--- config.mk ---
export PLATFORM = sky130hd
export DESIGN_NAME = ordered_list_table
export DESIGN_NICKNAME = d
export VERILOG_FILES = /design/src/sv/olt_pkg.sv /design/src/sv/ordered_list_table.sv /design/src/sv/olt_dpath.sv /design/src/sv/olt_ctrl.sv
export VERILOG_INCLUDE_DIRS = /design/src /design/src/sv
export SDC_FILE = /design/constraint.sdc
export NUM_CORES = 1
export LEC_CHECK = 0
export ABC_AREA = 1
export BUFFER_PORTS_ARGS = -buffer_cell sky130_fd_sc_hd__clkbuf_2
export CAP_MARGIN = 15
export CORE_ASPECT_RATIO = 0.5
export CORE_MARGIN = 2
export CORE_UTILIZATION = 45
export CTS_CLUSTER_SIZE = 16
export DETAILED_ROUTE_END_ITERATION = 16
export PLACE_DENSITY = 0.63
export SYNTH_ARGS = -nofsm -noshare
export SYNTH_HDL_FRONTEND = slang
export SYNTH_HIERARCHICAL = 1
export SYNTH_SLANG_ARGS = --single-unit
--- constraint.sdc ---
create_clock -name clk_i -period 4.9 [get_ports clk_i]
set_input_delay 0.245 -clock clk_i [delete_from_list [all_inputs] [get_ports clk_i]]
set_output_delay 0.245 -clock clk_i [all_outputs]
set_load 0.01 [all_outputs]
--- src/sv/ordered_list_table_assert.svh ---
// Assertion macros used by the ordered list table datapath.
`ifndef ORDERED_LIST_TABLE_ASSERT_SVH
`define ORDERED_LIST_TABLE_ASSERT_SVH

`ifndef NO_ASSERTIONS

// Property that must hold at every clock edge outside reset.
`define OLT_ASSERT(label, prop, msg) \
  label: assert property (@(posedge clk_i) disable iff (!rst_ni) (prop)) else $error(msg);

// Consequent must hold in the same cycle as the antecedent.
`define OLT_ASSERT_IMPL(label, ante, cons, msg) \
  label: assert property (@(posedge clk_i) disable iff (!rst_ni) (ante) |-> (cons)) \
    else $error(msg);

`else

`define OLT_ASSERT(label, prop, msg)
`define OLT_ASSERT_IMPL(label, ante, cons, msg)

`endif

`endif

--- src/sv/olt_pkg.sv ---
// Package with constants, codes and control structs of the ordered list table.
package olt_pkg;

  localparam int CAPACITY    = 16;
  localparam int CNT_W       = $clog2(CAPACITY + 1);
  localparam int ADDR_W      = $clog2(CAPACITY);
  localparam int VALUE_W     = 32;
  localparam int MODE_W      = 3;
  localparam int STATUS_W    = 3;
  localparam int COUNT_W     = 5;
  localparam int OUT_TDATA_W = ((VALUE_W + COUNT_W + 7) / 8) * 8;

  typedef enum logic [MODE_W-1:0] {
    MODE_PUSH_HEAD = 3'd0,
    MODE_PUSH_TAIL = 3'd1,
    MODE_INSERT    = 3'd2,
    MODE_DELETE    = 3'd3,
    MODE_POP_HEAD  = 3'd4,
    MODE_SWAP_ENDS = 3'd5
  } mode_e;

  typedef enum logic [STATUS_W-1:0] {
    ST_OK       = 3'd0,
    ST_EMPTY    = 3'd1,
    ST_NOTFOUND = 3'd2,
    ST_FULL     = 3'd3,
    ST_BADMODE  = 3'd4
  } status_e;

  typedef enum logic [3:0] {
    S_IDLE,
    S_DISPATCH,
    S_SCAN_CHK,
    S_SCAN_EV,
    S_UP_CHK,
    S_UP_WR,
    S_POP_EV,
    S_DN_CHK,
    S_DN_WR,
    S_SW_RD1,
    S_SW_WR0,
    S_SW_WR1,
    S_DONE
  } state_e;

  typedef enum logic [2:0] {
    IDX_HOLD, IDX_ZERO, IDX_CNT, IDX_INC, IDX_DEC
  } idx_op_e;

  typedef enum logic [1:0] {
    POS_HOLD, POS_ZERO, POS_CNT, POS_IDX
  } pos_op_e;

  typedef enum logic [2:0] {
    RA_IDX, RA_IDX_DN, RA_IDX_UP, RA_HEAD, RA_LAST
  } rd_addr_e;

  typedef enum logic [1:0] {
    WA_IDX, WA_HEAD, WA_LAST
  } wr_addr_e;

  typedef enum logic [1:0] {
    WD_RD, WD_VAL, WD_HOLD
  } wr_data_e;

  typedef enum logic [1:0] {
    CNT_HOLD, CNT_INC, CNT_DEC
  } cnt_op_e;

  typedef struct packed {
    logic     load_req;
    idx_op_e  idx_op;
    pos_op_e  pos_op;
    logic     rd_en;
    rd_addr_e rd_addr;
    logic     wr_en;
    wr_addr_e wr_addr;
    wr_data_e wr_data;
    logic     hold_load;
    cnt_op_e  cnt_op;
    logic     out_load;
    status_e  status;
    logic     rem_sel;
  } olt_cmd_t;

  typedef struct packed {
    mode_e mode;
    logic  cnt_zero;
    logic  cnt_full;
    logic  idx_is_cnt;
    logic  idx_is_pos;
    logic  idx_is_last;
    logic  rd_gt;
    logic  rd_eq;
    logic  out_busy;
  } olt_stat_t;

endpackage

--- src/sv/ordered_list_table.sv ---
// Top level of the ordered list table: request stream in, one result per request out.
// One request at a time: the next request is taken in the cycle after the result is loaded.
// Reset (rst_ni low, asynchronous) empties the list; entry contents are not cleared.
module ordered_list_table
  import olt_pkg::*;
(
  input  logic                   clk_i,
  input  logic                   rst_ni,
  // Request channel.
  input  logic                   s_axis_tvalid_i,
  output logic                   s_axis_tready_o,
  input  logic [VALUE_W-1:0]     s_axis_tdata_i,   // [31:0] value
  input  logic [MODE_W-1:0]      s_axis_tuser_i,   // [2:0] mode
  // Result channel.
  output logic                   m_axis_tvalid_o,
  input  logic                   m_axis_tready_i,
  output logic [OUT_TDATA_W-1:0] m_axis_tdata_o,   // [31:0] removed_value, [36:32] entry_count
  output logic [STATUS_W-1:0]    m_axis_tuser_o    // [2:0] status
);

  // The controller sequences each request through scan and shift loops; the
  // datapath holds the entry memory, the pointers, the count and the result
  // register. The result register lets a new request be taken while the
  // previous result still waits on the result channel. The shift loops move
  // one entry per pass through their check and write states, and a result
  // still held back only delays the final load of the next result.
  olt_cmd_t  cmd;
  olt_stat_t stat;

  olt_ctrl u_ctrl (
    .clk_i      (clk_i),
    .rst_ni     (rst_ni),
    .s_tvalid_i (s_axis_tvalid_i),
    .s_tready_o (s_axis_tready_o),
    .stat_i     (stat),
    .cmd_o      (cmd)
  );

  olt_dpath u_dpath (
    .clk_i      (clk_i),
    .rst_ni     (rst_ni),
    .s_tdata_i  (s_axis_tdata_i),
    .s_tuser_i  (s_axis_tuser_i),
    .cmd_i      (cmd),
    .stat_o     (stat),
    .m_tvalid_o (m_axis_tvalid_o),
    .m_tready_i (m_axis_tready_i),
    .m_tdata_o  (m_axis_tdata_o),
    .m_tuser_o  (m_axis_tuser_o)
  );

endmodule

--- src/sv/olt_dpath.sv ---
// Datapath of the ordered list table: entry memory, pointers, count and result register.
module olt_dpath
  import olt_pkg::*;
(
  input  logic                   clk_i,
  input  logic                   rst_ni,
  input  logic [VALUE_W-1:0]     s_tdata_i,
  input  logic [MODE_W-1:0]      s_tuser_i,
  input  olt_cmd_t               cmd_i,
  output olt_stat_t              stat_o,
  output logic                   m_tvalid_o,
  input  logic                   m_tready_i,
  output logic [OUT_TDATA_W-1:0] m_tdata_o,
  output logic [STATUS_W-1:0]    m_tuser_o
);

  logic [VALUE_W-1:0] mem [CAPACITY];
  logic [VALUE_W-1:0] rd_data_q;
  logic [VALUE_W-1:0] val_q, hold_q;
  mode_e              mode_q;
  logic [CNT_W-1:0]   cnt_q, cnt_d;
  logic [CNT_W-1:0]   idx_q, idx_d;
  logic [CNT_W-1:0]   pos_q, pos_d;
  logic [CNT_W-1:0]   idx_dn, idx_up, cnt_last;
  logic [ADDR_W-1:0]  rd_addr, wr_addr;
  logic [VALUE_W-1:0] wr_data;

  logic                out_valid_q, out_valid_d;
  status_e             out_status_q;
  logic [VALUE_W-1:0]  out_removed_q;
  logic [COUNT_W-1:0]  out_count_q;

  assign idx_dn   = idx_q - CNT_W'(1);
  assign idx_up   = idx_q + CNT_W'(1);
  assign cnt_last = cnt_q - CNT_W'(1);

  always_comb begin
    case (cmd_i.rd_addr)
      RA_IDX:    rd_addr = idx_q[ADDR_W-1:0];
      RA_IDX_DN: rd_addr = idx_dn[ADDR_W-1:0];
      RA_IDX_UP: rd_addr = idx_up[ADDR_W-1:0];
      RA_HEAD:   rd_addr = '0;
      RA_LAST:   rd_addr = cnt_last[ADDR_W-1:0];
      default:   rd_addr = idx_q[ADDR_W-1:0];
    endcase
    case (cmd_i.wr_addr)
      WA_IDX:  wr_addr = idx_q[ADDR_W-1:0];
      WA_HEAD: wr_addr = '0;
      WA_LAST: wr_addr = cnt_last[ADDR_W-1:0];
      default: wr_addr = idx_q[ADDR_W-1:0];
    endcase
    case (cmd_i.wr_data)
      WD_RD:   wr_data = rd_data_q;
      WD_VAL:  wr_data = val_q;
      WD_HOLD: wr_data = hold_q;
      default: wr_data = rd_data_q;
    endcase
  end

  // Entry memory: one write and one registered read per cycle.
  always_ff @(posedge clk_i) begin
    if (cmd_i.wr_en) begin
      mem[wr_addr] <= wr_data;
    end
    if (cmd_i.rd_en) begin
      rd_data_q <= mem[rd_addr];
    end
  end

  always_ff @(posedge clk_i) begin
    if (cmd_i.load_req) begin
      val_q  <= s_tdata_i;
      mode_q <= mode_e'(s_tuser_i);
    end
    if (cmd_i.hold_load) begin
      hold_q <= rd_data_q;
    end
    if (cmd_i.out_load) begin
      out_status_q  <= cmd_i.status;
      out_removed_q <= cmd_i.rem_sel ? hold_q : '0;
      out_count_q   <= COUNT_W'(cnt_q);
    end
  end

  always_comb begin
    case (cmd_i.idx_op)
      IDX_HOLD: idx_d = idx_q;
      IDX_ZERO: idx_d = '0;
      IDX_CNT:  idx_d = cnt_q;
      IDX_INC:  idx_d = idx_up;
      IDX_DEC:  idx_d = idx_dn;
      default:  idx_d = idx_q;
    endcase
    case (cmd_i.pos_op)
      POS_HOLD: pos_d = pos_q;
      POS_ZERO: pos_d = '0;
      POS_CNT:  pos_d = cnt_q;
      POS_IDX:  pos_d = idx_q;
      default:  pos_d = pos_q;
    endcase
    case (cmd_i.cnt_op)
      CNT_HOLD: cnt_d = cnt_q;
      CNT_INC:  cnt_d = cnt_q + CNT_W'(1);
      CNT_DEC:  cnt_d = cnt_last;
      default:  cnt_d = cnt_q;
    endcase
    if (cmd_i.out_load) begin
      out_valid_d = 1'b1;
    end else if (m_tready_i) begin
      out_valid_d = 1'b0;
    end else begin
      out_valid_d = out_valid_q;
    end
  end

  always_ff @(posedge clk_i or negedge rst_ni) begin
    if (!rst_ni) begin
      cnt_q       <= '0;
      idx_q       <= '0;
      pos_q       <= '0;
      out_valid_q <= 1'b0;
    end else begin
      cnt_q       <= cnt_d;
      idx_q       <= idx_d;
      pos_q       <= pos_d;
      out_valid_q <= out_valid_d;
    end
  end

  always_comb begin
    stat_o.mode        = mode_q;
    stat_o.cnt_zero    = (cnt_q == '0);
    stat_o.cnt_full    = (cnt_q >= CNT_W'(CAPACITY));
    stat_o.idx_is_cnt  = (idx_q == cnt_q);
    stat_o.idx_is_pos  = (idx_q == pos_q);
    stat_o.idx_is_last = (idx_up == cnt_q);
    stat_o.rd_gt       = ($signed(rd_data_q) > $signed(val_q));
    stat_o.rd_eq       = (rd_data_q == val_q);
    stat_o.out_busy    = out_valid_q && !m_tready_i;
  end

  assign m_tvalid_o = out_valid_q;
  assign m_tuser_o  = out_status_q;
  assign m_tdata_o  = {{(OUT_TDATA_W - VALUE_W - COUNT_W){1'b0}}, out_count_q, out_removed_q};

  `include "ordered_list_table_assert.svh"

  `OLT_ASSERT(a_cnt_bound, cnt_q <= CNT_W'(CAPACITY), "entry count above capacity")
  `OLT_ASSERT_IMPL(a_full_status, cmd_i.out_load && cmd_i.status == ST_FULL, cnt_q == CNT_W'(CAPACITY), "full status with room left")
  `OLT_ASSERT_IMPL(a_empty_status, cmd_i.out_load && cmd_i.status == ST_EMPTY, cnt_q == '0, "empty status on a non-empty list")
  `OLT_ASSERT_IMPL(a_cnt_step, cnt_q != $past(cnt_q), cnt_q == $past(cnt_q) + CNT_W'(1) || cnt_q + CNT_W'(1) == $past(cnt_q), "entry count moved by more than one")

endmodule

--- src/sv/olt_ctrl.sv ---
// Controller state machine of the ordered list table.
module olt_ctrl
  import olt_pkg::*;
(
  input  logic      clk_i,
  input  logic      rst_ni,
  input  logic      s_tvalid_i,
  output logic      s_tready_o,
  input  olt_stat_t stat_i,
  output olt_cmd_t  cmd_o
);

  state_e  state_q, state_d;
  status_e st_q, st_d;
  logic    rem_q, rem_d;

  always_ff @(posedge clk_i or negedge rst_ni) begin
    if (!rst_ni) begin
      state_q <= S_IDLE;
      st_q    <= ST_OK;
      rem_q   <= 1'b0;
    end else begin
      state_q <= state_d;
      st_q    <= st_d;
      rem_q   <= rem_d;
    end
  end

  always_comb begin
    state_d    = state_q;
    st_d       = st_q;
    rem_d      = rem_q;
    s_tready_o = 1'b0;
    cmd_o      = '{
      load_req:  1'b0,
      idx_op:    IDX_HOLD,
      pos_op:    POS_HOLD,
      rd_en:     1'b0,
      rd_addr:   RA_IDX,
      wr_en:     1'b0,
      wr_addr:   WA_IDX,
      wr_data:   WD_RD,
      hold_load: 1'b0,
      cnt_op:    CNT_HOLD,
      out_load:  1'b0,
      status:    st_q,
      rem_sel:   rem_q
    };

    case (state_q)
      S_IDLE: begin
        s_tready_o     = 1'b1;
        cmd_o.load_req = s_tvalid_i;
        if (s_tvalid_i) begin
          st_d    = ST_OK;
          rem_d   = 1'b0;
          state_d = S_DISPATCH;
        end
      end

      S_DISPATCH: begin
        case (stat_i.mode)
          MODE_PUSH_HEAD, MODE_PUSH_TAIL, MODE_INSERT: begin
            if (stat_i.cnt_full) begin
              st_d    = ST_FULL;
              state_d = S_DONE;
            end else if (stat_i.mode == MODE_PUSH_HEAD) begin
              cmd_o.pos_op = POS_ZERO;
              cmd_o.idx_op = IDX_CNT;
              state_d      = S_UP_CHK;
            end else if (stat_i.mode == MODE_PUSH_TAIL) begin
              cmd_o.pos_op = POS_CNT;
              cmd_o.idx_op = IDX_CNT;
              state_d      = S_UP_CHK;
            end else begin
              cmd_o.idx_op = IDX_ZERO;
              state_d      = S_SCAN_CHK;
            end
          end
          MODE_DELETE: begin
            if (stat_i.cnt_zero) begin
              st_d    = ST_EMPTY;
              state_d = S_DONE;
            end else begin
              cmd_o.idx_op = IDX_ZERO;
              state_d      = S_SCAN_CHK;
            end
          end
          MODE_POP_HEAD: begin
            if (stat_i.cnt_zero) begin
              st_d    = ST_EMPTY;
              state_d = S_DONE;
            end else begin
              cmd_o.rd_en   = 1'b1;
              cmd_o.rd_addr = RA_HEAD;
              cmd_o.idx_op  = IDX_ZERO;
              state_d       = S_POP_EV;
            end
          end
          MODE_SWAP_ENDS: begin
            if (stat_i.cnt_zero) begin
              st_d    = ST_EMPTY;
              state_d = S_DONE;
            end else begin
              cmd_o.rd_en   = 1'b1;
              cmd_o.rd_addr = RA_HEAD;
              state_d       = S_SW_RD1;
            end
          end
          default: begin
            st_d    = ST_BADMODE;
            state_d = S_DONE;
          end
        endcase
      end

      // Walk the list until the insert point, the matching entry or the end of the list.
      S_SCAN_CHK: begin
        if (stat_i.idx_is_cnt) begin
          if (stat_i.mode == MODE_INSERT) begin
            cmd_o.pos_op = POS_IDX;
            cmd_o.idx_op = IDX_CNT;
            state_d      = S_UP_CHK;
          end else begin
            st_d    = ST_NOTFOUND;
            state_d = S_DONE;
          end
        end else begin
          cmd_o.rd_en   = 1'b1;
          cmd_o.rd_addr = RA_IDX;
          state_d       = S_SCAN_EV;
        end
      end

      S_SCAN_EV: begin
        if (stat_i.mode == MODE_INSERT) begin
          if (stat_i.rd_gt) begin
            cmd_o.idx_op = IDX_INC;
            state_d      = S_SCAN_CHK;
          end else begin
            cmd_o.pos_op = POS_IDX;
            cmd_o.idx_op = IDX_CNT;
            state_d      = S_UP_CHK;
          end
        end else if (stat_i.rd_eq) begin
          cmd_o.hold_load = 1'b1;
          rem_d           = 1'b1;
          state_d         = S_DN_CHK;
        end else begin
          cmd_o.idx_op = IDX_INC;
          state_d      = S_SCAN_CHK;
        end
      end

      // Shift entries up by one until the slot at the insert point is open.
      S_UP_CHK: begin
        if (stat_i.idx_is_pos) begin
          cmd_o.wr_en   = 1'b1;
          cmd_o.wr_addr = WA_IDX;
          cmd_o.wr_data = WD_VAL;
          cmd_o.cnt_op  = CNT_INC;
          state_d       = S_DONE;
        end else begin
          cmd_o.rd_en   = 1'b1;
          cmd_o.rd_addr = RA_IDX_DN;
          state_d       = S_UP_WR;
        end
      end

      S_UP_WR: begin
        cmd_o.wr_en   = 1'b1;
        cmd_o.wr_addr = WA_IDX;
        cmd_o.wr_data = WD_RD;
        cmd_o.idx_op  = IDX_DEC;
        state_d       = S_UP_CHK;
      end

      S_POP_EV: begin
        cmd_o.hold_load = 1'b1;
        rem_d           = 1'b1;
        state_d         = S_DN_CHK;
      end

      // Shift entries down by one to close the removed slot.
      S_DN_CHK: begin
        if (stat_i.idx_is_last) begin
          cmd_o.cnt_op = CNT_DEC;
          state_d      = S_DONE;
        end else begin
          cmd_o.rd_en   = 1'b1;
          cmd_o.rd_addr = RA_IDX_UP;
          state_d       = S_DN_WR;
        end
      end

      S_DN_WR: begin
        cmd_o.wr_en   = 1'b1;
        cmd_o.wr_addr = WA_IDX;
        cmd_o.wr_data = WD_RD;
        cmd_o.idx_op  = IDX_INC;
        state_d       = S_DN_CHK;
      end

      S_SW_RD1: begin
        cmd_o.hold_load = 1'b1;
        cmd_o.rd_en     = 1'b1;
        cmd_o.rd_addr   = RA_LAST;
        state_d         = S_SW_WR0;
      end

      S_SW_WR0: begin
        cmd_o.wr_en   = 1'b1;
        cmd_o.wr_addr = WA_HEAD;
        cmd_o.wr_data = WD_RD;
        state_d       = S_SW_WR1;
      end

      S_SW_WR1: begin
        cmd_o.wr_en   = 1'b1;
        cmd_o.wr_addr = WA_LAST;
        cmd_o.wr_data = WD_HOLD;
        state_d       = S_DONE;
      end

      S_DONE: begin
        if (!stat_i.out_busy) begin
          cmd_o.out_load = 1'b1;
          state_d        = S_IDLE;
        end
      end

      default: begin
        state_d = S_IDLE;
      end
    endcase
  end

endmodule

======== Word level (Yosys, flattened, before mapping) ========
Memory sizes are Yosys's and may differ from the RTL's. A register that Yosys moved wholly into a read port is not among the register bits.
Index checks and enable logic that the tools add are counted.
operators by class
  $add $sub $neg .......................... 4
  order comparisons ....................... 2
  equal/unequal tests ..................... 46
  mux-type cells .......................... 72
  reductions and logical operators ........ 21
operators by type and width
  operator                                                               number
  32-bit one-hot mux with 2 select lines                                 1
  4-bit two-way mux                                                      15
  4-bit one-hot mux with 12 select lines                                 1
  5-bit one-hot mux with 4 select lines                                  2
  3-bit two-way mux                                                      13
  32-bit equality test                                                   1
  32-bit > comparator                                                    1
  4-bit one-hot mux with 4 select lines                                  2
  4-bit equality test, second input constant                             5
  4-bit one-hot mux with 5 select lines                                  1
  3-bit by 2-bit equality test with 1-bit output, second input constant  6
  4-bit by 3-bit equality test with 1-bit output, second input constant  4
  1-bit two-way mux                                                      16
  5-bit equality test                                                    3
  5-bit two-way mux                                                      3
  3-bit one-hot mux with 5 select lines                                  1
  5-bit one-hot mux with 3 select lines                                  1
  2-bit two-way mux                                                      7
  3-bit equality test, second input constant                             4
  2-bit inequality test, second input constant                           6
  3-bit one-hot mux with 2 select lines                                  2
  5-bit by 1-bit adder with 5-bit output, second input constant          2
  2-bit equality test, second input constant                             5
  5-bit one-hot mux with 2 select lines                                  1
  27 further kinds                                                       42
storage, ports and cells
  bits in registers ....................... 131
  word-level logic and storage cells ...... 159
  bits in writable memories ............... 512
  output and inout bits ................... 45
  input port bits ......................... 39
  memories ................................ 1
memories
  memory       words  width  read ports  clocked after memory_dff  write ports  RTL line         text
  u_dpath.mem  16     32     1           1                         1            olt_dpath.sv:17  logic [VALUE_W-1:0] mem [CAPACITY];

======== Logic depth before layout (Yosys ltp) ========
Gate-level depths: netlist of run 1.
  word-level depth ........................ 8
  gate-level depth with buffers ........... 24
  mapped depth without buffers ............ 22

======== Cells and area by module ========
The synthesis of run 1 kept the hierarchy.
modules (own cells, without submodules)
  module     instances  area an instance (sq um)  cells an instance  sequential area each (sq um)
  olt_dpath  1          29391.9                   2691               19949.1
  olt_ctrl   1          884.6                     161                200.2

======== Worst setup path after synthesis of run 1 ========
No wires, ideal clock.
  path kind ............................... reg2reg
  start point ............................. register u_ctrl.state_q[1]
  end point ............................... register u_dpath.out_status_q[0] (netlist: u_dpath/m_tuser_o[0]), enable pin
  library setup time ...................... 0.539 ns
  required time ........................... 4.361 ns
  slack ................................... -0.213 ns
  period minus slack after synthesis ...... 5.113 ns
  path buffers ............................ 0
  arrival ................................. 4.573 ns
  cell stages (with the launch flop) ...... 4
  cell sequence ........................... dfrtp_1 nor2_1 inv_1 nor4_1
RTL lines
  what                      RTL line         text
  start: declaration        olt_ctrl.sv:13   state_e state_q, state_d;
  start signal: assignment  olt_ctrl.sv:23   state_q <= state_d;
  end signal: assignment    olt_dpath.sv:79  out_status_q <= cmd_i.status;
  end: declaration          olt_dpath.sv:29  status_e out_status_q;

==> flow_metrics.env, run 1 <==
export IMPL_status="complete, no violations"
export IMPL_antenna_found_initial=0
export IMPL_final_area_sq_um=34100
export IMPL_regToRegStartpoint="u_dpath/idx_q[0]"
export IMPL_synth_top_area_share_pct=64.6
export IMPL_wl_per_cell_um=20.9
export IMPL_cp_max_fo=84
export IMPL_ff2ff_setup_slack_ns=0.68
export IMPL_port_buffers=80
export IMPL_place_gp_congestion=0.905
export IMPL_drc_errors=0
export IMPL_core_area_sq_um=66700
export IMPL_crit_path_end_kind="register"
export IMPL_synthTopCellsByArea="edfxtp_1, nand2_1, nand3_1"
export IMPL_cts_tree="yes"
export IMPL_maxSlewViolCount=0
export IMPL_syn_area_sq_um=30300
export IMPL_io_pins=84
export IMPL_die_h_um=187
export IMPL_drive_gt1_share_pct=9.35
export IMPL_worstSetupEndpoint="u_dpath/rd_data_q[13]"
export IMPL_nFillCells=5937
export IMPL_start_util_pct=45.4
export IMPL_area_growth_pct=12.7
export IMPL_vias=21100
export IMPL_syn_inst=2852
export IMPL_hold_violations=0
export IMPL_antennaDiodeCount=0
export IMPL_tightest_slew_ns=1.19
export IMPL_layout_nets=3032
export IMPL_clkLatencyLatePin_ns=0.68
export IMPL_rr_worst_depth=19
export IMPL_synth_ff_type="edfxtp_1"
export IMPL_postRouteAntennaNets=0
export IMPL_hpwl_um=44100
export IMPL_required_ns=5.28
export IMPL_synth_ff_latch_count=675
export IMPL_vdd_drop_max_uv=998
export IMPL_placed_cells=3743
export IMPL_ctsResizeCount=0
export IMPL_placed_cell_area_sq_um=31900
export IMPL_track_usage_pct=23.3
export IMPL_first_pass_iters=5
export IMPL_setup_violations=0
export IMPL_die_x_um=371
export IMPL_grt_pass1_wl_um=123000
export IMPL_critical_path_arrival_ns=4.60
export IMPL_setup_ws_ns=0.679
export IMPL_powerDensity_nw_per_um2=738
export IMPL_post_route_period_util_pct=86.2
export IMPL_hold_slack_ns=0.0900
export IMPL_grt_pass1_vias=19800
export IMPL_hold_path_class="input port to register"
export IMPL_pre_cts_slack_ns=0.701
export IMPL_ys_warn_count=6
export IMPL_avgSynthCellArea_sq_um=10.6
export IMPL_synth_edf_count=651
export IMPL_rsz0062_at_grt="no"
export IMPL_yosys_top_cells_count="nand2_1, edfxtp_1, nand3_1"
export IMPL_cts_buffer_depth=3
export IMPL_yosys_area_top_type="edfxtp_1"
export IMPL_finalSetupTns_ns=0
export IMPL_htree_levels=2
export IMPL_fin_cells=3891
export IMPL_cts_buffers=61
export IMPL_drtIter0Drc=2475
export IMPL_period_needed_ns=4.22
export IMPL_fp_row_count=67
export IMPL_grt_max_degree=145
export IMPL_cellLeakagePower_nw=13.9
export IMPL_finClkSkew_ns=0.0609
export IMPL_path_class="register to register"
export IMPL_r2r_end="u_dpath/rd_data_q[13]"
export IMPL_die_area_sq_um=69500
export IMPL_async_reset_ff_share_pct=3.56
export IMPL_synth_seq_area_share_pct=66.6
export IMPL_grt_ovfl_total=0
export IMPL_yosysMostFrequentCell="nand2_1"
export IMPL_routed_wl_um=81300
export IMPL_cp_start_kind="register"
export IMPL_crit_start="u_dpath/idx_q[0]"
export IMPL_root_buffer="clkbuf_16"
export IMPL_clk_pin_slew_worst_paths_ns=0.06
export IMPL_viasPerCell=5.43
export IMPL_cap_violations=0
export IMPL_cts_sinks=675
export IMPL_slew_headroom_pct=20.8
export IMPL_synth_cell_type_count=42
export IMPL_fmax_mhz=237
-- cell families (layout without fill, tap and decap cells) --
family	count (synthesis)	in the layout	synth area share [%]
AOI/OAI and AO/OA	137	137	2.50
xor gates and xnor gates	18	18	0.521
adders and majority gates	41	41	1.69
buffers and inverters	495	635	6.88
DFF	675	675	66.6
other	1	3	0.0124
and+or+nand+nor	1485	1485	21.8
-- report_power, final --
part	switching (W)	total, W	internal (W)
combinational	0.00844	0.0119	0.00347
sequential	0.000509	0.00891	0.00840
clock	0.00211	0.00439	0.00228
-- worst max-delay path, cell delays in order, from the launching register on --
cell	delay, ns
dfrtp_1	0.53
inv_2	0.15
ha_1	0.39
inv_1	0.08
nand2_1	0.06
nand3_1	0.07
nor4_1	0.38
nor3_1	0.11
nor2_1	0.15
inv_1	0.12
nand3_1	0.13
nand2_2	0.10
a21oi_4	0.25
buf_12	0.39
buf_4	0.51
nand3_1	0.12
nand3_1	0.12
nand3_1	0.09
nand3_1	0.10
nand2_1	0.05
-- flip-flops by register name (all words and copies together), names as in the netlist, 5 cells and up --
register and count:
u_dpath/out_count_q 5, u_dpath/idx_q 5, u_dpath/out_removed_q 32, u_dpath/hold_q 32, u_dpath/rd_data_q 32, u_dpath/val_q 32
u_dpath/mem 512, u_dpath/cnt_q 5, u_dpath/pos_q 5
-- routing by layer --
| layer | part of all wire, % | up-vias | track usage, % |
|---|---|---|---|
| li1 | - | 9843 | - |
| met1 | 43 | 10200 | 35.0 |
| met2 | 45 | 950 | 35.4 |
| met3 | 9.8 | 130 | 3.69 |
| met4 | 2.3 | 0 | 6.21 |
| met5 | 0 | - | 0 |
-- worst min-delay path by stage --
stage | cells past startpoint | endpoint | slack [ns] | from
after floorplan | 0 | u_ctrl/rem_q | -0.05 | rst_ni
after global placement | 1 | u_dpath/cnt_q[4] | 0.32 | rst_ni
after detailed placement | 1 | u_dpath/cnt_q[4] | 0.32 | rst_ni
after CTS | 4 | u_ctrl/state_q[3] | 0.06 | m_axis_tready_i
after global routing | 4 | u_ctrl/state_q[3] | 0.11 | m_axis_tready_i
final | 4 | u_ctrl/state_q[3] | 0.09 | m_axis_tready_i
-- repair_timing --
| action | in CTS | in global routing |
|---|---|---|
| endpoints found under the hold margin | 60 | 0 |
| setup buffers | 0 | 0 |
| hold buffers | 37 | 0 |
-- layout by cell type (no fill, tap or decap), types with 41 or more instances in the layout --
| cell | instances |
|---|---|
| inv_1 | 327 |
| nand2_1 | 745 |
| clkbuf_2 | 80 |
| nor2_1 | 74 |
| ha_1 | 41 |
| nand3b_1 | 66 |
| buf_4 | 59 |
| nand3_1 | 540 |
| edfxtp_1 | 651 |
| a21oi_1 | 89 |
| clkbuf_16 | 61 |
-- through the flow --
| stage | total power [W] | util [%] |
|---|---|---|
| floorplan | 0.0168 | - |
| global placement | 0.0206 | 47.9 |
| detailed placement | 0.0207 | 47.9 |
| CTS | 0.0251 | 51.1 |
| global route | 0.0268 | 51.2 |
| finish | 0.0252 | 51.2 |
-- final cells by class --
type / instances / area (sq um) / share of cell area, %
multi-input cells: 1684 / 8240 / 24.1
flip-flops and latches: 675 / 20100 / 59.0
repair buffers: 195 / 1590 / 4.67
clock inverters: 28 / 189 / 0.553
well taps: 897 / 1120 / 3.29
inverters: 335 / 1260 / 3.69
clock buffers: 77 / 1590 / 4.65
No activity file was read; power rests on OpenSTA's default activity.
==> inputs of run 2 (changes only) <==
--- a/config.mk
+++ b/config.mk
@@ -6,7 +6,6 @@
 export SDC_FILE = /design/constraint.sdc
 export NUM_CORES = 1
 export LEC_CHECK = 0
-export ABC_AREA = 1
 export BUFFER_PORTS_ARGS = -buffer_cell sky130_fd_sc_hd__clkbuf_2
 export CAP_MARGIN = 15
 export CORE_ASPECT_RATIO = 0.5
==> run 2 against run 1 <==
  * Sequential share of layout area up 2.3 points
  * Via count fell by 9.8%
  * Design area shrank 3.7%
  * Wire length shrank 3.3%
  * Non-clock buffer count up 34
  * Critical endpoint is now u_dpath/rd_data_q[28]
  * Critical path depth shrank 5
  * Clock skew decreased by 0.035 ns
  * Clock-buffer cell count decreased by 7
  * Worst setup slack worse by 0.33 ns
==> flow_metrics.env, run 2 <==
export IMPL_regToRegStartpoint="u_dpath/cnt_q[0]"
export IMPL_yosysMostFrequentCell="edfxtp_1"
export IMPL_fmax_mhz=220
export IMPL_cp_max_fo=103
export IMPL_async_reset_ff_share_pct=3.56
export IMPL_postRouteAntennaNets=0
export IMPL_clk_pin_slew_worst_paths_ns=0.07
export IMPL_grt_ovfl_total=0
export IMPL_rsz0062_at_grt="no"
export IMPL_first_pass_iters=7
export IMPL_cap_violations=0
export IMPL_period_needed_ns=4.55
export IMPL_start_util_pct=45.4
export IMPL_root_buffer="clkbuf_16"
export IMPL_cts_buffers=60
export IMPL_tightest_slew_ns=1.19
export IMPL_die_x_um=360
export IMPL_finClkSkew_ns=0.0261
export IMPL_rr_worst_depth=14
export IMPL_wl_per_cell_um=23.8
export IMPL_r2r_end="u_dpath/rd_data_q[28]"
export IMPL_hold_path_class="input port to register"
export IMPL_finalSetupTns_ns=0
export IMPL_ff2ff_setup_slack_ns=0.35
export IMPL_drive_gt1_share_pct=14.1
export IMPL_grt_pass1_vias=18200
export IMPL_avgSynthCellArea_sq_um=12.6
export IMPL_synth_edf_count=651
export IMPL_worst_path_buf_inv=3
export IMPL_yosys_top_cells_count="edfxtp_1, nand2_1, nand3_1"
export IMPL_syn_inst=2271
export IMPL_crit_start="u_dpath/cnt_q[0]"
export IMPL_vias=19100
export IMPL_largest_reg_flops=512
export IMPL_cellLeakagePower_nw=11.6
export IMPL_ys_warn_count=6
export IMPL_final_common_cell="edfxtp_1"
export IMPL_routed_wl_um=78600
export IMPL_setup_violations=0
export IMPL_crit_path_end_kind="register"
export IMPL_die_h_um=182
export IMPL_status="complete, no violations"
export IMPL_track_usage_pct=23.7
export IMPL_synth_top_area_share_pct=68.5
export IMPL_vdd_drop_max_uv=577
export IMPL_cp_top_family="simple AND/OR/NAND/NOR gates"
export IMPL_port_buffers=80
export IMPL_crit_cells=14
export IMPL_critical_path_arrival_ns=4.99
export IMPL_viasPerCell=5.77
export IMPL_clkLatencyLatePin_ns=0.64
export IMPL_drtIter0Drc=2430
export IMPL_cts_buffer_depth=3
export IMPL_cts_sinks=675
export IMPL_fin_cells=3307
export IMPL_cp_cell_sequence="inv_1 -> ha_1 -> nor4b_2 -> or3_4 -> o31ai_1 -> buf_2 -> and2b_1 -> o311ai_2 -> and2_4 -> buf_12 -> nand2_1 -> a21oi_1 -> nor2_1 -> a2111oi_2"
export IMPL_antenna_found_initial=1
export IMPL_core_area_sq_um=62900
export IMPL_cpMaxStageDelayCell="dfrtp_1"
export IMPL_hpwl_um=46200
export IMPL_final_cell_mix="edfxtp_1, nand2_1, nand3_1"
export IMPL_slew_headroom_pct=20.6
export IMPL_drc_errors=0
export IMPL_cp_start_kind="register"
export IMPL_path_class="register to register"
export IMPL_die_area_sq_um=65600
export IMPL_placed_cells=3158
export IMPL_htree_levels=2
export IMPL_yosys_area_top_type="edfxtp_1"
export IMPL_synthTopCellsByArea="edfxtp_1, nand2_1, nand3_1"
export IMPL_grt_max_degree=104
export IMPL_regMostFlops="u_dpath/mem"
export IMPL_grt_pass1_wl_um=117000
export IMPL_post_route_period_util_pct=92.9
export IMPL_nFillCells=5265
export IMPL_maxSlewViolCount=0
export IMPL_synth_ff_type="edfxtp_1"
export IMPL_fp_row_count=65
export IMPL_synth_ff_latch_count=675
export IMPL_place_gp_congestion=0.884
export IMPL_cp_slowest_stage_delay_ns=0.52
export IMPL_powerDensity_nw_per_um2=744
export IMPL_required_ns=5.33
export IMPL_io_pins=84
export IMPL_layout_nets=2501
export IMPL_area_growth_pct=15.1
export IMPL_hold_violations=0
export IMPL_synth_cell_type_count=75
export IMPL_synth_seq_area_share_pct=70.6
export IMPL_cts_tree="yes"
export IMPL_syn_area_sq_um=28500
export IMPL_worstSetupEndpoint="u_dpath/rd_data_q[28]"
[run 2: cell types whose count changed after synthesis, moves of 55 or more]
| cell | before | now |
|---|---|---|
| nand3_1 | 540 | 214 |
| inv_1 | 328 | 51 |
| nand2_1 | 746 | 560 |
| nand3b_1 | 66 | 2 |
| buf_2 | 106 | 50 |
| a21oi_1 | 89 | 144 |
[run 2: power by group]
group          total [W]  switching [W]  leakage [nW]  internal [W]
registers        0.00889       0.000610          6.21       0.00828
logic             0.0108        0.00734          4.47       0.00345
clock network    0.00477        0.00211         0.960       0.00267
[run 2: timing repair]
action	CTS	global route
hold buffers	36	0
resized for setup	0	3
endpoints found under the hold margin	59	0
setup buffers	0	0
setup endpoints to repair	0	13
[run 2: how the worst min path moves through the flow]
stage,startpoint,endpoint,slack (ns),depth (start not counted)
5_1_grt,s_axis_tvalid_i,u_ctrl/state_q[0],0.04,3
6_report,s_axis_tvalid_i,u_ctrl/state_q[0],0.02,3
4_1_cts,s_axis_tvalid_i,u_ctrl/state_q[0],0.01,3
2_1_floorplan,rst_ni,u_ctrl/rem_q,-0.05,0
3_5_place_dp,rst_ni,u_dpath/cnt_q[2],0.32,1
3_3_place_gp,rst_ni,u_dpath/pos_q[4],0.32,1
[run 2: final cells by class]
cell class | count | area, sq um | share of cell area (%)
inverter | 52 | 195 | 0.594
clock buffer | 70 | 1540 | 4.68
multi-input combinational | 1403 | 7730 | 23.5
tap | 837 | 1050 | 3.19
antenna | 2 | 5.00 | 0.0152
clock inverter | 39 | 422 | 1.28
timing repair buffer | 229 | 1770 | 5.38
sequential | 675 | 20200 | 61.3
[run 2: worst min-delay path: cells and delay by family]
kind,cells,cell delay [ns]
AO/OA/AOI/OAI,2,0.23
buffers and inverters,1,0.11
[run 2: layer usage]
metal	global-route usage, %	part of all wire [%]	wire, um	vias to the layer above
met2	37.6	46	36100	959
met4	5.14	1.5	1220	0
met5	0	0	0	-
li1	-	-	-	8578
met1	34.3	42	33300	9452
met3	4.25	10	7980	86
[run 2: per-stage QoR]
step | setup WS [ns] | hold slack (ns) | instance area (sq um) | utilization (%) | power (W)
floorplan | 0.312 | -0.0506 | 28600 | - | 0.0158
detailed placement | 0.240 | 0.316 | 30500 | 48.5 | 0.0196
CTS | 0.195 | 0.0127 | 32800 | 52.2 | 0.0244
global route | 0.0913 | 0.0418 | 32900 | 52.3 | 0.0258
global placement | 0.376 | 0.320 | 30500 | 48.5 | 0.0194
finish | 0.348 | 0.0214 | 32900 | 52.3 | 0.0245
[run 2: kinds of logic after synthesis]
group / synth area share [%]
other: 0.0131
buffers and inverters: 3.10
XOR/XNOR: 0.767
adder cells (fa/ha/maj): 1.80
AO/OA/AOI/OAI: 8.59
AND/OR/NAND/NOR: 14.7
multiplexers: 0.416
flip-flops: 70.6
==> inputs of run 3 (changes only) <==
--- a/config.mk
+++ b/config.mk
@@ -7,7 +7,7 @@
 export NUM_CORES = 1
 export LEC_CHECK = 0
 export BUFFER_PORTS_ARGS = -buffer_cell sky130_fd_sc_hd__clkbuf_2
-export CAP_MARGIN = 15
+export CAP_MARGIN = 10
 export CORE_ASPECT_RATIO = 0.5
 export CORE_MARGIN = 2
 export CORE_UTILIZATION = 45
@@ -18,3 +18,4 @@
 export SYNTH_HDL_FRONTEND = slang
 export SYNTH_HIERARCHICAL = 1
 export SYNTH_SLANG_ARGS = --single-unit
+export TNS_END_PERCENT = 10
==> constraint.sdc (replaced) <==
create_clock -name clk_i -period 4.9 [get_ports clk_i]
set_input_delay 0.735 -clock clk_i [delete_from_list [all_inputs] [get_ports clk_i]]
set_output_delay 0.735 -clock clk_i [all_outputs]
set_load 0.01 [all_outputs]
==> run 3 against run 2 <==
  * Sequential share of layout area is 0.69 points higher
  * Critical path depth stayed put
  * Worst hold slack better by 0.12 ns
  * Design area is 1.1% lower
  * Fmax is 0.55% lower
  * Non-clock buffer count is 37 lower
  * Critical path type unchanged
  * Largest cell class unchanged
==> flow_metrics.env, run 3 (synthesis results as in run 2) <==
export IMPL_hpwl_um=46200
export IMPL_core_area_sq_um=62900
export IMPL_die_area_sq_um=65600
export IMPL_ff2ff_setup_slack_ns=0.32
export IMPL_post_route_period_util_pct=93.4
export IMPL_regArea_sq_um=20200
export IMPL_final_common_cell="edfxtp_1"
export IMPL_hold_violations=0
export IMPL_drive_gt1_share_pct=14.3
export IMPL_fmax_mhz=218
export IMPL_grt_pass1_vias=18000
export IMPL_fp_row_count=65
export IMPL_routed_wl_um=78200
export IMPL_nFillCells=5302
export IMPL_finClkSkew_ns=0.0257
export IMPL_holdBufCountCts=0
export IMPL_required_ns=5.34
export IMPL_r2r_end="u_dpath/rd_data_q[28]"
export IMPL_finalSetupTns_ns=0
export IMPL_final_cell_mix="edfxtp_1, nand2_1, nand3_1"
export IMPL_clkLatencyLatePin_ns=0.64
export IMPL_cellLeakagePower_nw=11.5
export IMPL_area_growth_pct=13.8
export IMPL_cts_buffers=60
export IMPL_placed_cells=3158
export IMPL_rr_worst_depth=14
export IMPL_hold_path_class="input port to async pin"
export IMPL_grt_pass1_wl_um=116000
export IMPL_cap_violations=0
export IMPL_cts_tree="yes"
export IMPL_die_h_um=182
export IMPL_grt_ovfl_total=0
export IMPL_rsz0062_at_grt="no"
export IMPL_root_buffer="clkbuf_16"
export IMPL_htree_levels=2
export IMPL_multiInputGateArea_sq_um=7730
export IMPL_die_x_um=360
export IMPL_fin_cells=3270
export IMPL_period_needed_ns=4.58
export IMPL_placed_cell_area_sq_um=30500
export IMPL_final_area_sq_um=32500
export IMPL_drtIter0Drc=2465
export IMPL_cp_max_fo=103
export IMPL_cp_start_kind="register"
export IMPL_crit_path_end_kind="register"
export IMPL_first_pass_iters=5
export IMPL_layout_nets=2464
export IMPL_cts_sinks=675
export IMPL_largest_reg_flops=512
export IMPL_powerDensity_nw_per_um2=752
export IMPL_path_class="register to register"
export IMPL_place_gp_congestion=0.884
export IMPL_vias=18900
export IMPL_start_util_pct=45.4
export IMPL_critical_path_arrival_ns=5.01
export IMPL_clk_pin_slew_worst_paths_ns=0.07
export IMPL_slew_headroom_pct=18.3
export IMPL_setup_violations=0
export IMPL_port_buffers=80
export IMPL_antenna_found_initial=1
export IMPL_regToRegStartpoint="u_dpath/cnt_q[0]"
export IMPL_vdd_drop_max_uv=579
export IMPL_tightest_slew_ns=1.22
export IMPL_io_pins=84
export IMPL_status="complete, no violations"
export IMPL_track_usage_pct=23.6
export IMPL_viasPerCell=5.77
export IMPL_regMostFlops="u_dpath/mem"
export IMPL_postRouteAntennaNets=0
export IMPL_grt_max_degree=104
export IMPL_cts_buffer_depth=3
export IMPL_drc_errors=0
export IMPL_maxSlewViolCount=0
export IMPL_wl_per_cell_um=23.9
run 3: area by class of cell:
type,count,area share (%)
Inverter,52,0.601
Clock buffer,70,4.74
Multi-Input combinational cell,1403,23.8
Antenna cell,2,0.0154
Sequential cell,675,62.0
Clock inverter,39,1.30
Tap cell,837,3.22
Timing Repair Buffer,192,4.31
run 3: worst max-delay path, stage by stage, from the launching register on:
cell,delay [ns]
dfrtp_1,0.52
inv_1,0.23
ha_1,0.24
nor4b_2,0.18
or3_4,0.44
o31ai_1,0.10
buf_2,0.27
and2b_1,0.25
o311ai_2,0.45
and2_4,0.46
buf_12,0.45
nand2_1,0.12
a21oi_1,0.16
nor2_1,0.09
a2111oi_2,0.36
run 3: timing repair:
action | in CTS | in global routing
setup buffers | 0 | 0
hold endpoints to repair | 0 | 0
gates resized for setup | 0 | 3
setup endpoints to repair | 0 | 13
run 3: worst max-delay path by stage:
stage	start	end	slack, ns	cells past startpoint
floorplan	u_dpath/rd_data_q[15]	u_dpath/hold_q[0]	0.31	8
global placement	u_dpath/idx_q[0]	u_dpath/rd_data_q[13]	0.38	15
detailed placement	u_dpath/idx_q[0]	u_dpath/rd_data_q[4]	0.24	11
CTS	u_dpath/idx_q[0]	u_dpath/rd_data_q[22]	0.20	11
global route	u_dpath/cnt_q[0]	u_dpath/rd_data_q[24]	0.09	14
finish	u_dpath/cnt_q[0]	u_dpath/rd_data_q[28]	0.32	14
run 3: per-stage QoR:
stage / worst slack (ns) / hold slack [ns] / power, W / utilization (%)
after global placement: 0.376 / 0.433 / 0.0194 / 48.5
after floorplan: 0.312 / 0.421 / 0.0158 / -
after global routing: 0.0913 / 0.184 / 0.0258 / 51.7
after CTS: 0.195 / 0.163 / 0.0244 / 51.7
final: 0.323 / 0.139 / 0.0244 / 51.7
after detailed placement: 0.240 / 0.431 / 0.0196 / 48.5
run 3: power by group:
group | switching (W) | internal (W) | leakage [nW]
clock | 0.00211 | 0.00267 | 0.960
combinational | 0.00733 | 0.00342 | 4.32
sequential | 0.000609 | 0.00828 | 6.21
total | 0.0101 | 0.0144 | 11.5
run 3: metal layers:
metal	GRT usage (%)	wire, um	share of wire (%)	vias to the layer above
li1	-	-	-	8506
met4	5.09	1120	1.4	0
met5	0	0	0	-
met3	4.26	7520	9.6	78
met1	34.4	33700	43	9410
met2	37.2	35900	46	862
